File: config.mk
export PLATFORM = sky130hd
export DESIGN_NAME = rtc_calendar_registers_unit
export DESIGN_NICKNAME = d
export VERILOG_FILES = /design/src/hw/rtl/rtcc_pkg.sv /design/src/hw/rtl/rtcc_tick.sv /design/src/hw/rtl/rtc_calendar_registers_unit.sv
export SDC_FILE = /design/constraint.sdc
export NUM_CORES = 1
export LEC_CHECK = 0
export BUFFER_PORTS_ARGS = -buffer_cell sky130_fd_sc_hd__buf_4
export CAP_MARGIN = 0
export CORE_ASPECT_RATIO = 0.5
export CORE_UTILIZATION = 40
export CTS_CLUSTER_DIAMETER = 150
export DETAILED_ROUTE_END_ITERATION = 6
export PLACE_DENSITY = 0.63
export SLEW_MARGIN = 20
export SYNTH_ARGS = -nofsm -noshare
export SYNTH_HDL_FRONTEND = slang
export SYNTH_HIERARCHICAL = 1
export SYNTH_SLANG_ARGS = --single-unit
File: constraint.sdc
create_clock -name clock -period 8.5 [get_ports clock]
set_input_delay 2.55 -clock clock [delete_from_list [all_inputs] [get_ports clock]]
set_output_delay 2.55 -clock clock [all_outputs]
set_load 0.05 [all_outputs]
File: src/hw/rtl/rtcc_pkg.sv
// Shared types, register map and BCD calendar helpers for the RTC register unit.
// No dependencies; imported by rtcc_tick and rtc_calendar_registers_unit.
`default_nettype none

package rtcc_pkg;

   localparam int unsigned TimeRegCount = 7;

   typedef logic [7:0] reg8_type;
   typedef logic [TimeRegCount-1:0][7:0] time_regs_type;

   typedef enum logic [1:0] {
      OP_READ  = 2'd0,
      OP_WRITE = 2'd1,
      OP_TICK  = 2'd2,
      OP_NONE  = 2'd3
   } opcode_type;

   localparam reg8_type ADDR_SEC   = 8'h00;
   localparam reg8_type ADDR_MIN   = 8'h01;
   localparam reg8_type ADDR_HOUR  = 8'h02;
   localparam reg8_type ADDR_WEEK  = 8'h03;
   localparam reg8_type ADDR_DAY   = 8'h04;
   localparam reg8_type ADDR_MONTH = 8'h05;
   localparam reg8_type ADDR_YEAR  = 8'h06;
   localparam reg8_type ADDR_CTR1  = 8'h0F;
   localparam reg8_type ADDR_CTR2  = 8'h10;

   localparam reg8_type WEN_CTR2 = 8'h80;
   localparam reg8_type WEN_CTR1 = 8'h84;
   localparam reg8_type CTR2_LOW = 8'h0F;
   localparam reg8_type HOUR_24H = 8'h80;

   // bits that exist in each time register, second first
   localparam reg8_type STORE_MASK [TimeRegCount] = '{
      8'h7F, 8'h7F, 8'hBF, 8'h07, 8'h3F, 8'h1F, 8'hFF
   };

   localparam logic [4:0] MONTH_LEN [12] = '{
      5'd31, 5'd28, 5'd31, 5'd30, 5'd31, 5'd30,
      5'd31, 5'd31, 5'd30, 5'd31, 5'd30, 5'd31
   };

   // year 00, month 01, day 01, weekday 0, 00:00:00 (index 0 is seconds)
   localparam time_regs_type TIME_RESET = {
      8'h00, 8'h01, 8'h01, 8'h00, 8'h00, 8'h00, 8'h00
   };

   // high nibble * 10 + low nibble, at most 165
   function automatic reg8_type from_bcd(input reg8_type v);
      return {1'b0, v[7:4], 3'b000} + {3'b000, v[7:4], 1'b0} + {4'h0, v[3:0]};
   endfunction

   // tens by reciprocal (205 / 2048), tens digit truncated to a nibble
   function automatic reg8_type to_bcd(input reg8_type v);
      logic [15:0] prod;
      logic [4:0]  tens;
      reg8_type    tens10;
      reg8_type    ones;
      prod   = {8'h00, v} * 16'd205;
      tens   = prod[15:11];
      tens10 = {tens, 3'b000} + {2'b00, tens, 1'b0};
      ones   = v - tens10;
      return {tens[3:0], ones[3:0]};
   endfunction

   // year 2000+yy: leap when yy divisible by 4, except 2100
   function automatic logic [4:0] month_days(input reg8_type yy, input reg8_type mo);
      if (mo < 8'd1 || mo > 8'd12) begin
         return 5'd0;
      end
      if (mo == 8'd2 && yy[1:0] == 2'b00 && yy != 8'd100) begin
         return 5'd29;
      end
      return MONTH_LEN[mo[3:0] - 4'd1];
   endfunction

endpackage

`default_nettype wire

File: src/hw/rtl/rtcc_tick.sv
// One-second calendar advance: decodes the BCD time registers, carries
// through second..year and re-encodes. Depends on rtcc_pkg.
`default_nettype none

module rtcc_tick
   import rtcc_pkg::*;
(
   input  time_regs_type cur_time,
   output time_regs_type next_time
);

   reg8_type   s, mi, h, w, d, mo, y;
   reg8_type   s_n, mi_n, h_n, w_n, d_n, mo_n, y_n;
   logic [4:0] mdays;

   always_comb begin
      s  = from_bcd(cur_time[0] & 8'h7F);
      mi = from_bcd(cur_time[1] & 8'h7F);
      h  = from_bcd(cur_time[2] & 8'h3F);
      w  = from_bcd(cur_time[3] & 8'h07);
      d  = from_bcd(cur_time[4] & 8'h3F);
      mo = from_bcd(cur_time[5] & 8'h1F);
      y  = from_bcd(cur_time[6]);
      mdays = month_days(y, mo);

      s_n = s; mi_n = mi; h_n = h; w_n = w; d_n = d; mo_n = mo; y_n = y;

      if (s < 8'd59) begin
         s_n = s + 8'd1;
      end else begin
         s_n = 8'd0;
         if (mi < 8'd59) begin
            mi_n = mi + 8'd1;
         end else begin
            mi_n = 8'd0;
            if (h < 8'd23) begin
               h_n = h + 8'd1;
            end else begin
               h_n = 8'd0;
               w_n = (w < 8'd6) ? w + 8'd1 : 8'd0;
               if (d < {3'b000, mdays}) begin
                  d_n = d + 8'd1;
               end else begin
                  d_n = 8'd1;
                  if (mo < 8'd12) begin
                     mo_n = mo + 8'd1;
                  end else begin
                     mo_n = 8'd1;
                     y_n  = (y < 8'd99) ? y + 8'd1 : 8'd0;
                  end
               end
            end
         end
      end

      // every field is re-encoded, so out-of-range digits normalize here
      next_time[0] = to_bcd(s_n);
      next_time[1] = to_bcd(mi_n);
      next_time[2] = to_bcd(h_n) | (cur_time[2] & HOUR_24H);
      next_time[3] = to_bcd(w_n);
      next_time[4] = to_bcd(d_n);
      next_time[5] = to_bcd(mo_n);
      next_time[6] = to_bcd(y_n);
   end

endmodule

`default_nettype wire

File: src/hw/rtl/rtc_calendar_registers_unit.sv
// RTC calendar register unit: input register, register access / tick logic,
// result register. rsp_tvalid rises when an accepted item moves on from the input
// register into the result register, which also updates the calendar state.
// Throughput 1 item per cycle unless a result is held waiting on rsp_tready.
// Synchronous active-high reset: empty pipeline, time 2000-01-01 00:00:00,
// weekday 0, CTR1 and CTR2 zero.
`default_nettype none

module rtc_calendar_registers_unit
   import rtcc_pkg::*;
(
   input  logic        clock,
   input  logic        reset,
   input  logic        req_tvalid,
   output logic        req_tready,
   input  logic [15:0] req_tdata,   // [7:0] reg_addr, [15:8] write_data
   input  logic [1:0]  req_tuser,   // [1:0] opcode
   output logic        rsp_tvalid,
   input  logic        rsp_tready,
   output logic [7:0]  rsp_tdata,   // [7:0] read_data
   output logic [0:0]  rsp_tuser    // [0] write_blocked
);

   logic          s1_valid_ff, s1_valid_in;
   opcode_type    s1_op_ff;
   reg8_type      s1_addr_ff, s1_data_ff;
   logic          rsp_valid_ff, rsp_valid_in;
   reg8_type      rsp_data_ff, rsp_data_in;
   logic          rsp_blocked_ff, rsp_blocked_in;
   time_regs_type time_ff, time_in;
   reg8_type      ctr1_ff, ctr1_in;
   reg8_type      ctr2_ff, ctr2_in;

   time_regs_type tick_time;
   logic          out_adv;
   logic          s1_fire;
   logic          req_fire;
   logic          wr_en;
   reg8_type      ctr1_setting;

   rtcc_tick u_tick (
      .cur_time  (time_ff),
      .next_time (tick_time)
   );

   assign out_adv    = !rsp_valid_ff || rsp_tready;
   assign req_tready = !s1_valid_ff || out_adv;
   assign req_fire   = req_tvalid && req_tready;
   assign s1_fire    = s1_valid_ff && out_adv;

   assign s1_valid_in  = req_fire || (s1_valid_ff && !out_adv);
   assign rsp_valid_in = out_adv ? s1_valid_ff : rsp_valid_ff;

   assign wr_en = ctr2_ff[7] && ((ctr1_ff & WEN_CTR1) == WEN_CTR1);
   assign ctr1_setting = s1_data_ff & WEN_CTR1 & ~ctr1_ff;

   always_comb begin
      time_in        = time_ff;
      ctr1_in        = ctr1_ff;
      ctr2_in        = ctr2_ff;
      rsp_data_in    = 8'h00;
      rsp_blocked_in = 1'b0;
      unique case (s1_op_ff)
         OP_READ: begin
            if (s1_addr_ff <= ADDR_YEAR) begin
               rsp_data_in = time_ff[s1_addr_ff[2:0]];
            end else if (s1_addr_ff == ADDR_CTR1) begin
               rsp_data_in = ctr1_ff;
            end else if (s1_addr_ff == ADDR_CTR2) begin
               rsp_data_in = ctr2_ff;
            end
         end
         OP_WRITE: begin
            if (s1_addr_ff <= ADDR_YEAR) begin
               if (wr_en) begin
                  time_in[s1_addr_ff[2:0]] = s1_data_ff & STORE_MASK[s1_addr_ff[2:0]];
               end else begin
                  rsp_blocked_in = 1'b1;
               end
            end else if (s1_addr_ff == ADDR_CTR1) begin
               if (ctr2_ff[7]) begin
                  ctr1_in = s1_data_ff;
               end else begin
                  // enable bits may be cleared but not set while CTR2 bit7 is low
                  rsp_blocked_in = (ctr1_setting != 8'h00);
                  ctr1_in = (s1_data_ff & ~WEN_CTR1) | (s1_data_ff & ctr1_ff & WEN_CTR1);
               end
            end else if (s1_addr_ff == ADDR_CTR2) begin
               if (wr_en) begin
                  ctr2_in = s1_data_ff;
               end else begin
                  rsp_blocked_in = ((s1_data_ff & CTR2_LOW) != (ctr2_ff & CTR2_LOW));
                  ctr2_in = (s1_data_ff & ~CTR2_LOW) | (ctr2_ff & CTR2_LOW);
               end
            end
         end
         OP_TICK: begin
            time_in = tick_time;
         end
         OP_NONE: begin
         end
         default: begin
         end
      endcase
   end

   always_ff @(posedge clock) begin
      if (reset) begin
         s1_valid_ff  <= 1'b0;
         rsp_valid_ff <= 1'b0;
         time_ff      <= TIME_RESET;
         ctr1_ff      <= 8'h00;
         ctr2_ff      <= 8'h00;
      end else begin
         s1_valid_ff  <= s1_valid_in;
         rsp_valid_ff <= rsp_valid_in;
         if (s1_fire) begin
            time_ff <= time_in;
            ctr1_ff <= ctr1_in;
            ctr2_ff <= ctr2_in;
         end
      end
   end

   always_ff @(posedge clock) begin
      if (req_fire) begin
         s1_op_ff   <= opcode_type'(req_tuser);
         s1_addr_ff <= req_tdata[7:0];
         s1_data_ff <= req_tdata[15:8];
      end
      if (s1_fire) begin
         rsp_data_ff    <= rsp_data_in;
         rsp_blocked_ff <= rsp_blocked_in;
      end
   end

   assign rsp_tvalid   = rsp_valid_ff;
   assign rsp_tdata    = rsp_data_ff;
   assign rsp_tuser[0] = rsp_blocked_ff;

endmodule

`default_nettype wire

==> run metrics <==
area growth from synthesis to layout=16.15%; Final Wtd Congestion=0.9537; HP Start=time_ff[29]; Arr. time, crit path=8.71 ns; WL per Instance=17.46 µm; cell total after placement=2,051; Max Clock Freq=118.9 MHz; Critical Setup Path Class=register to register; Core Region=33,400 µm²; drt first pass iters=5; H-tree depth=3; die height=132.9 µm; share of cells above drive strength 1=0.1602; status=finished, final reports clean; Post-synth EDFFs=27; GR Overflow Total=0; die width=between 200 and 300 µm; CTS Buf Count=9; antenna-violating nets left=0; clk_skew=about 0.01 ns; Pins Over Slew Limit=0; WHS Path Cells=2; Tot Pwr=1.610 mW; Vias=11,490; hold path endpoint=time_ff[29]; Buffers on Ports=32; CP bufs+invs=1; Post-Layout Cell Count=2,076; diodes inserted=0; WL final=36,240 µm; CP peak stage delay=0.59 ns; die area=about 35,000 µm²; max_slew headroom=0.3463; Power Density=101.1 nW/µm²; ys async rst share=0; flop2flop setup slack=0.09 ns; crit path launch type=register; Max rail drop VDD=123.5 µV; Main synth FF type=dfxtp_1; post-synthesis cell count=1,528; fin crit period=roughly 8.4 ns; CP delay by family, top=compound AO/OA/AOI/OAI gates; Clock Latency Late Sink=around 0.37 ns; Avg Cell Area, Syn=8.970 µm²; R2R depth=34; post-detail-place hpwl=28,750 µm; NumNets Final=approximately 2,000; Leakage=7.676 nW; first-pass GRT wire length=57,650 µm; GR peak layer=met2; Worst Path Max Fanout=5; Initial Util=0.4103; most used cell, CP=a21o_1; post-synthesis cell type count=92; endpoints failing setup=0; synth warn=6; unrepaired setup endpoints after global routing=true; clk buf depth=2; vias in the first global route=~11,000; DRC viols=0; CTS root buffer=clkbuf_16; 1st-iter DRT viols=809; GRT Total Usage=0.2054; flop and latch count out of synthesis=101; Ports=33; setup ws final=0.08688 ns; FP Rows=47; GRT met2 Usage=0.3222; final period utilization=0.9898; worst reg2reg path endpoint=time_ff[51]; Worst-Margin Slew=approximately 0.98 ns; met1 GRT Util=0.2974; CTS tree=built; vias per inst=5.536; largest net degree at the start of global routing=between 50 and 60; worst r2r src=time_ff[52]; CP required=8.80 ns; Max-Cap Viols=0; initial antenna violation count=0; Final Hold Fails=0; Mapped Area=13,710 µm²; worst hold path type=register to register; clk sinks=101; Seq/Total Area, Yosys=0.1672; clk slew on worst S/H paths=0.07 ns; met3 usage=0.02438; CP endpoint kind=register; setup slack at placement=-0.2725 ns; Critical-path top delay cell=fa_2; post-layout util=0.4766
-- layout by cell type, fill, tap and decap left out, drive strengths merged, types with 27 or more instances in the layout --
| cell | n |
|---|---|
| nand2 | 49 |
| o21ai | 62 |
| a21oi | 94 |
| ha | 297 |
| dfxtp | 74 |
| o22ai | 30 |
| inv | 238 |
| nand3 | 44 |
| buf | 117 |
| conb | 32 |
| fa | 62 |
| nor2 | 65 |
| edfxtp | 27 |
| xnor2 | 56 |
-- tightest hold or removal path, stage by stage (launching register included) --
cell and delay (ns):
dfxtp_1 0.31, inv_1 0.05, a221oi_1 0.06
-- final cells by class --
class                      instances  area (µm²)
fill                            3207       17480
multi-input combinational       1164       10980
inverter                         237       889.6
tap                              441       551.8
sequential                       101        2296
clock buffer                       9       225.2
timing repair buffer             117       900.9
clock inverter                     7       72.57
-- power by group --
part           leakage, nW  internal, mW  switching [mW]
Combinational         6.67         0.287           0.363
Clock                0.139         0.229           0.195
Sequential           0.863         0.510          0.0255
Total                 7.68          1.03           0.583
-- through the flow --
step	setup TNS [ns]	hold slack, ns	instance area (µm²)
final	0	0.4772	15920
after global routing	-0.5435	0.4931	15920
after CTS	0	0.4692	15300
after detailed placement	-0.5965	0.4618	14950
after global placement	-0.1622	0.4540	14950
after floorplan	0	0.4437	13820
-- cell usage after synthesis (all sizes together) (8+ instances only) --
| cell | instances | area share |
|---|---|---|
| a211oi | 16 | 0.0091 |
| a21o | 17 | 0.0093 |
| a21oi | 94 | 0.035 |
| a221oi | 24 | 0.015 |
| a22oi | 11 | 0.0060 |
| a31oi | 13 | 0.0064 |
| and2 | 8 | 0.0037 |
| and3 | 12 | 0.0058 |
| buf | 24 | 0.0096 |
| clkbuf | 32 | 0.0088 |
| dfxtp | 74 | 0.11 |
| edfxtp | 27 | 0.059 |
| fa | 62 | 0.091 |
| ha | 297 | 0.27 |
| inv | 236 | 0.065 |
| mux2i | 23 | 0.017 |
| mux4 | 8 | 0.013 |
| nand2 | 49 | 0.014 |
| nand2b | 13 | 0.0059 |
| nand3 | 44 | 0.016 |
| nand4 | 24 | 0.011 |
| nor2 | 65 | 0.018 |
| nor2b | 14 | 0.0064 |
| nor3 | 20 | 0.0077 |
| nor4 | 9 | 0.0061 |
| o21a | 24 | 0.013 |
| o21ai | 62 | 0.023 |
| o221a | 15 | 0.012 |
| o22ai | 30 | 0.014 |
| o2bb2ai | 8 | 0.0051 |
| xnor2 | 56 | 0.036 |
| xor2 | 23 | 0.015 |
-- flip-flops by register name, summed over array words and instances, names as in the netlist --
name / cells
rsp_tdata: 8
s1_valid_ff: 1
s1_addr_ff: 8
s1_op_ff: 2
ctr2_ff: 8
rsp_tuser: 1
ctr1_ff: 8
s1_data_ff: 8
rsp_tvalid: 1
time_ff: 56
-- routing by layer --
layer / vias up / wire length (µm)
met3: 60 / 2153
li1: 5652 / -
met5: - / 0
met1: 5422 / 17490
met2: 359 / 15780
met4: 0 / 816
-- what timing repair did --
| action | 4_1_cts | 5_1_grt |
|---|---|---|
| endpoints found under the setup margin | 5 | 11 |
| setup buffers | 2 | 6 |
| pin swaps | 5 | 61 |
| hold buffers | 0 | 0 |
| resized for setup | 7 | 106 |
| cloned | 0 | 1 |
-- worst max-delay path by stage --
stage | slack (ns) | end | start | cells after the start
5_1_grt | -0.32 | time_ff[51] | time_ff[52] | 37
2_1_floorplan | 0.02 | time_ff[51] | time_ff[51] | 37
3_3_place_gp | -0.12 | time_ff[51] | time_ff[51] | 36
6_report | 0.09 | time_ff[51] | time_ff[52] | 34
3_5_place_dp | -0.27 | time_ff[51] | time_ff[51] | 36
4_1_cts | 0.003 | time_ff[51] | time_ff[54] | 36
-- cell families (layout without fill, tap and decap cells) --
family / Yosys count / count (layout) / share of synthesized area
xor+xnor: 82 / 82 / 0.05596
mux: 33 / 33 / 0.03159
other cells: 2 / 32 / 0.0005479
buf+inv: 293 / 370 / 0.08326
flops: 101 / 101 / 0.1672
fa+ha+maj: 359 / 359 / 0.3617
compound gates: 370 / 370 / 0.1882
simple gates: 288 / 288 / 0.1116
(Power assumes the default switching activity.)
